### config.mk
export PLATFORM = sky130hd
export DESIGN_NAME = gsm_mass_scale
export DESIGN_NICKNAME = d
export VERILOG_FILES = /design/src/rtl/gsm_pkg.sv /design/src/rtl/gsm_mass_scale.sv
export SDC_FILE = /design/constraint.sdc
export NUM_CORES = 2
export LEC_CHECK = 0
export ABC_AREA = 1
export BUFFER_PORTS_ARGS = -buffer_cell sky130_fd_sc_hd__buf_2
export CORE_ASPECT_RATIO = 1.25
export CORE_MARGIN = 2
export CORE_UTILIZATION = 64
export DETAILED_ROUTE_END_ITERATION = 6
export GPL_ROUTABILITY_DRIVEN = 0
export PLACE_DENSITY_LB_ADDON = 0.25
export RECOVER_POWER = 50
export SETUP_SLACK_MARGIN = 0.5
export SYNTH_ARGS = -nofsm -noshare
export SYNTH_HDL_FRONTEND = slang
export SYNTH_SLANG_ARGS = --single-unit
### constraint.sdc
create_clock -name i_clk -period 18.9 [get_ports i_clk]
set_input_delay 3.78 -clock i_clk [delete_from_list [all_inputs] [get_ports i_clk]]
set_output_delay 3.78 -clock i_clk [all_outputs]
set_load 0.02 [all_outputs]
### src/rtl/gsm_pkg.sv
package gsm_pkg;

    localparam int COL_W      = 10;
    localparam int OUT_W      = 36;
    localparam int H2_W       = 32;
    localparam int CFG_IDX_W  = 2;
    localparam int CFG_DATA_W = 32;

    localparam int MAX_ROW_NODES_DEF = 1024;
    localparam int SAMPLE_WIDTH_DEF  = 32;

    localparam logic [CFG_IDX_W-1:0] CFG_GRID_N  = 2'd0;
    localparam logic [CFG_IDX_W-1:0] CFG_MODE    = 2'd1;
    localparam logic [CFG_IDX_W-1:0] CFG_STEP_SQ = 2'd2;

    localparam logic MODE_STIFF = 1'b0;
    localparam logic MODE_MASS  = 1'b1;

    localparam logic [COL_W-1:0] GRID_N_RST  = 10'd50;
    localparam logic             MODE_RST    = MODE_STIFF;
    localparam logic [H2_W-1:0]  STEP_SQ_RST = 32'd1717987;

    typedef struct packed {
        logic valid;
        logic last;
        logic mode;
    } t_tag;

endpackage

### src/rtl/gsm_mass_scale.sv
module gsm_mass_scale #(
    parameter int SUM_W = 36
) (
    input  logic                          i_clk,
    input  logic                          i_rst_n,
    input  logic                          i_en,
    input  gsm_pkg::t_tag                 i_tag,
    input  logic signed [SUM_W-1:0]       i_stiff,
    input  logic signed [SUM_W-1:0]       i_sum,
    input  logic [gsm_pkg::H2_W-1:0]      i_h2,
    output gsm_pkg::t_tag                 o_tag,
    output logic signed [gsm_pkg::OUT_W-1:0] o_result
);

    import gsm_pkg::*;

    localparam int UW = SUM_W - 2;
    localparam int VW = UW + 1;
    localparam int VH = VW / 2;
    localparam int VL = VW - VH;
    localparam int PW = SUM_W + H2_W + 1;
    localparam int HH = H2_W / 2;
    localparam int CW = (SUM_W > OUT_W) ? SUM_W : OUT_W;

    localparam logic [VW-1:0] RECIP = VW'((64'd1 << VW) / 64'd3);
    localparam logic [VW-1:0] BIAS  = VW'(64'd3 << (UW - 1));
    localparam logic [VW-1:0] HALF  = VW'(64'd1 << (UW - 1));
    localparam logic signed [CW-1:0] OUT_MAX = CW'((64'sd1 <<< (OUT_W - 1)) - 64'sd1);
    localparam logic signed [CW-1:0] OUT_MIN = -OUT_MAX - CW'(1);

    t_tag r_a_tag, r_b_tag, r_c_tag, r_d_tag, r_e_tag, r_f_tag, r_g_tag;
    logic signed [SUM_W-1:0] r_a_stiff, r_b_stiff, r_c_stiff, r_d_stiff, r_e_stiff, r_f_stiff;
    logic signed [SUM_W-1:0] r_a_sum;
    logic signed [SUM_W+HH:0] r_b_hi, r_b_lo;
    logic [VW-1:0]            r_c_v, r_d_v, r_e_v;
    logic [VW+VL-1:0]         r_d_hi;
    logic [VW+VH-1:0]         r_d_lo;
    logic [VW-1:0]            r_e_q, r_f_q;
    logic signed [OUT_W-1:0]  r_g_res;

    logic signed [SUM_W+HH:0] p_hi, p_lo;
    logic signed [PW-1:0]     prod_c;
    logic signed [UW-1:0]     u_c;
    logic [VW-1:0]            u_ext, v_c;
    logic [VW+VL-1:0]         m_hi;
    logic [VW+VH-1:0]         m_lo;
    logic [2*VW-1:0]          prod_e;
    logic [VW+1:0]            rem_f;
    logic [VW-1:0]            q_f, qs_g;
    logic signed [UW-1:0]     qv_g;
    logic signed [CW-1:0]     sel_g, clamp_g;

    assign p_hi = r_a_sum * $signed({1'b0, i_h2[H2_W-1:HH]});
    assign p_lo = r_a_sum * $signed({1'b0, i_h2[HH-1:0]});

    // floor(s*h2 / 2^32) then floor(/4): drop the low bits
    assign prod_c = (PW'(r_b_hi) <<< HH) + PW'(r_b_lo);
    assign u_c    = prod_c[SUM_W+H2_W-1:H2_W+2];
    assign u_ext  = VW'(u_c);
    assign v_c    = u_ext + BIAS;

    // floor(v/3) by reciprocal, at most one short
    assign m_hi   = r_c_v[VW-1:VH] * RECIP;
    assign m_lo   = r_c_v[VH-1:0] * RECIP;
    assign prod_e = ((2*VW)'(r_d_hi) << VH) + (2*VW)'(r_d_lo);

    assign rem_f  = (VW+2)'(r_e_v) - ((VW+2)'(r_e_q) << 1) - (VW+2)'(r_e_q);
    assign q_f    = r_e_q + VW'(rem_f >= (VW+2)'(3));

    assign qs_g   = r_f_q - HALF;
    assign qv_g   = qs_g[UW-1:0];
    assign sel_g  = (r_f_tag.mode == MODE_MASS) ? CW'(qv_g) : CW'(r_f_stiff);

    always_comb begin
        priority if (sel_g > OUT_MAX) begin
            clamp_g = OUT_MAX;
        end else if (sel_g < OUT_MIN) begin
            clamp_g = OUT_MIN;
        end else begin
            clamp_g = sel_g;
        end
    end

    always_ff @(posedge i_clk) begin
        if (!i_rst_n) begin
            r_a_tag <= '0;
            r_b_tag <= '0;
            r_c_tag <= '0;
            r_d_tag <= '0;
            r_e_tag <= '0;
            r_f_tag <= '0;
            r_g_tag <= '0;
        end else if (i_en) begin
            r_a_tag <= i_tag;
            r_b_tag <= r_a_tag;
            r_c_tag <= r_b_tag;
            r_d_tag <= r_c_tag;
            r_e_tag <= r_d_tag;
            r_f_tag <= r_e_tag;
            r_g_tag <= r_f_tag;
        end
    end

    always_ff @(posedge i_clk) begin
        if (i_en) begin
            r_a_stiff <= i_stiff;
            r_a_sum   <= i_sum;
            r_b_stiff <= r_a_stiff;
            r_b_hi    <= p_hi;
            r_b_lo    <= p_lo;
            r_c_stiff <= r_b_stiff;
            r_c_v     <= v_c;
            r_d_stiff <= r_c_stiff;
            r_d_v     <= r_c_v;
            r_d_hi    <= m_hi;
            r_d_lo    <= m_lo;
            r_e_stiff <= r_d_stiff;
            r_e_v     <= r_d_v;
            r_e_q     <= prod_e[2*VW-1:VW];
            r_f_stiff <= r_e_stiff;
            r_f_q     <= q_f;
            r_g_res   <= clamp_g[OUT_W-1:0];
        end
    end

    assign o_tag    = r_g_tag;
    assign o_result = r_g_res;

endmodule

==> impl_results.md <==
- Outcome: finished with violations
- Violated checks: design-rule violations, max-capacitance violations, max-slew violations
- RSZ-0062 raised after global routing: no
- Setup CP Type: input port to flip-flop
- Die Wd: 321 um
- Library cells used by synthesis: 56
- Worst slew margin: -2.93
- DP HPWL: 163000 um
- Final setup viols: 0
- CTS buffer count: 70
- Worst Skew: 0.0714 ns
- Via count: ~60000
- Final hold viol count: 0
- Initial Util: 0.643
- Cell taking the most area after synthesis: fa_1
- Seq/Total Area, Yosys: 0.241
- WHS: roughly 0.37 ns
- Setup_tns: 0 ns
- Max FFs per register: 52
- Syn Inst Count: roughly 9000
- Post-place setup slack: around 8.6 ns
- Reg2reg setup slack: 11.58 ns
- CTS tree: yes
- Slowest Stage Delay on Critical Path: 4.03 ns
- Period minus WS final: 12.36 ns
- Worst-case reg-to-reg path depth: 21
- Post-route ant nets: 0
- EDFF count, synth: 630
- Ratio of final minimum period to clock period: 0.654
- Largest net degree at the start of global routing: 115
- Root Buffer: clkbuf_16
- Gr usage total: 0.338
- Die area: about 130000 um^2
- Initial antenna violation count: 7
- Top flop regs: r_b_hi (52), r_d_hi (49), r_b_lo (37)
- Htree depth: 3
- Worst Setup SP: i_en
- I/O pins: between 100 and 150
- Post-synth ARST share: 0
- Crit path max-delay family: buffers and inverters
- Yosys warning count: 0
- Mapped cell area: 80200 um^2
- Mean post-synth cell area: 8.98 um^2
- Fmax: 80.9 MHz
- Share of layout cells above drive strength 1: 0.0362
- CP bufs+invs: 4
- Mapped Nets: 10919
- Crit Path Max Fanout: approximately 110
- Die height: 400 um
- Worst-Margin Slew: between 5 and 6 ns
- Drt wl/cell: 19.9 um
- Beginning of the worst hold path: r_b_stiff[9]
- Global-route wire length before repair: 334000 um
- Avg Vias per Cell: 5.65
- Drt pass-1 iters: 7
- Slowest cell on the critical path: clkbuf_1
- Nets: 10941
- CTS sink cnt: 651
- Reg with most FFs: r_b_hi
- Max-cap viol count: 5
- Max-slew violation count: 345
- Clk buf depth: 3
- # port buffers: around 150
- Clk_lat worst skew: 0.69 ns
- Top cell type's share of synthesized area: 0.317
- Crit path capture type: flip-flop
- Post-route setup slack: approximately 6.5 ns
- Setup Buffers After CTS: 0
- CTS-repair resized insts: 0
- Hold Path Class: flip-flop to flip-flop
- CP Launch Type: input port
- Core region area: around 120000 um^2
- Main synth FF type: edfxtp_1
- Grt ovf: 0
- Hold_buf cts: 0
- Reg2Reg Capture Point: r_b_lo[47]
- WP data arrival: ~13 ns
- FP Rows: 145
- Synth top cells by count: inv_1, nand2_1, fa_1
- Worst r2r src: r_a_sum[20]
- Cell Chain, Critical Path: clkbuf_1 -> clkbuf_1 -> buf_4 -> buf_4
- Seq cells post-synth: 651
- DRT iter0 DRCs: 4728
- Clock Pin Slew Worst Setup and Hold Paths: about 0.07 ns
- Top cells by area, synth: fa_1, edfxtp_1, inv_1
- Vias in the first global route: approximately 64000
- Most numerous cell in the Yosys netlist: inv_1
- Area growth syn-to-layout: 5.64%
- Required time of the critical path: 19.16 ns
- Post-route DRC violation count: 1
- CP Depth: 4
- Final wirelength: 211000 um
- Critical path endpoint: r_d_v[3]
## layout by cell type, fill, tap and decap left out, types with 35 or more instances in the layout
| cell type | instances |
|---|---|
| a21oi_1 | 354 |
| a31oi_1 | 68 |
| buf_2 | 97 |
| buf_4 | 53 |
| clkbuf_1 | 61 |
| clkbuf_16 | 70 |
| edfxtp_1 | 630 |
| fa_1 | 1270 |
| ha_1 | 609 |
| inv_1 | 2372 |
| nand2_1 | 1892 |
| nand3_1 | 167 |
| nand4_1 | 35 |
| nor2_1 | 462 |
| nor3_1 | 53 |
| o21ai_0 | 215 |
| xnor2_1 | 86 |
| xor2_1 | 195 |
## cells by family (layout without fill, tap and decap cells)
group	Yosys count	after routing	synth area share
AO/OA/AOI/OAI	783	783	0.0551
flip-flops	651	651	0.241
AND/OR/NAND/NOR	2678	2678	0.133
multiplexers	33	33	0.00463
other	0	4	0
XOR/XNOR	281	281	0.0307
buffers and inverters	2625	2704	0.123
adder cells (fa/ha/maj)	1879	1879	0.412
## per-stage QoR
step	std cells	util	area (um^2)
floorplan	8930	-	80200
global placement	10497	0.661	82400
detailed placement	10497	0.661	82400
CTS	10626	0.680	84800
global route	10626	0.680	84700
finish	10630	0.680	84700
## area by class of cell
cell class	instances	area, um^2
inverter	2372	8900
antenna	4	10.0
clock inverter	51	622
multi-input combinational	5654	50900
sequential	651	19300
fill	9552	39900
clock buffer	78	1780
tap	1617	2020
timing repair buffer	203	1080
## per-layer routing
metal / vias up / wire, um / GRT usage
li1: 26945 / - / -
met1: 29213 / 71300 / 0.381
met5: - / 46 / 0
met4: 6 / 17900 / 0.243
met3: 933 / 18100 / 0.0615
met2: 2975 / 104000 / 0.582
## how the worst min path moves through the flow
stage               slack (ns)       endpoint  cells past startpoint
CTS                       0.37   r_c_stiff[9]                      0
global route              0.38   r_c_stiff[9]                      0
detailed placement        0.40  r_b_stiff[10]                      0
floorplan                 0.40   r_b_stiff[0]                      0
finish                    0.37   r_c_stiff[9]                      0
global placement          0.40  r_e_stiff[32]                      0
Power is left out: the tool's default activity adds up to more than one toggle a clock period on the data nets, which glitch-free logic cannot reach.
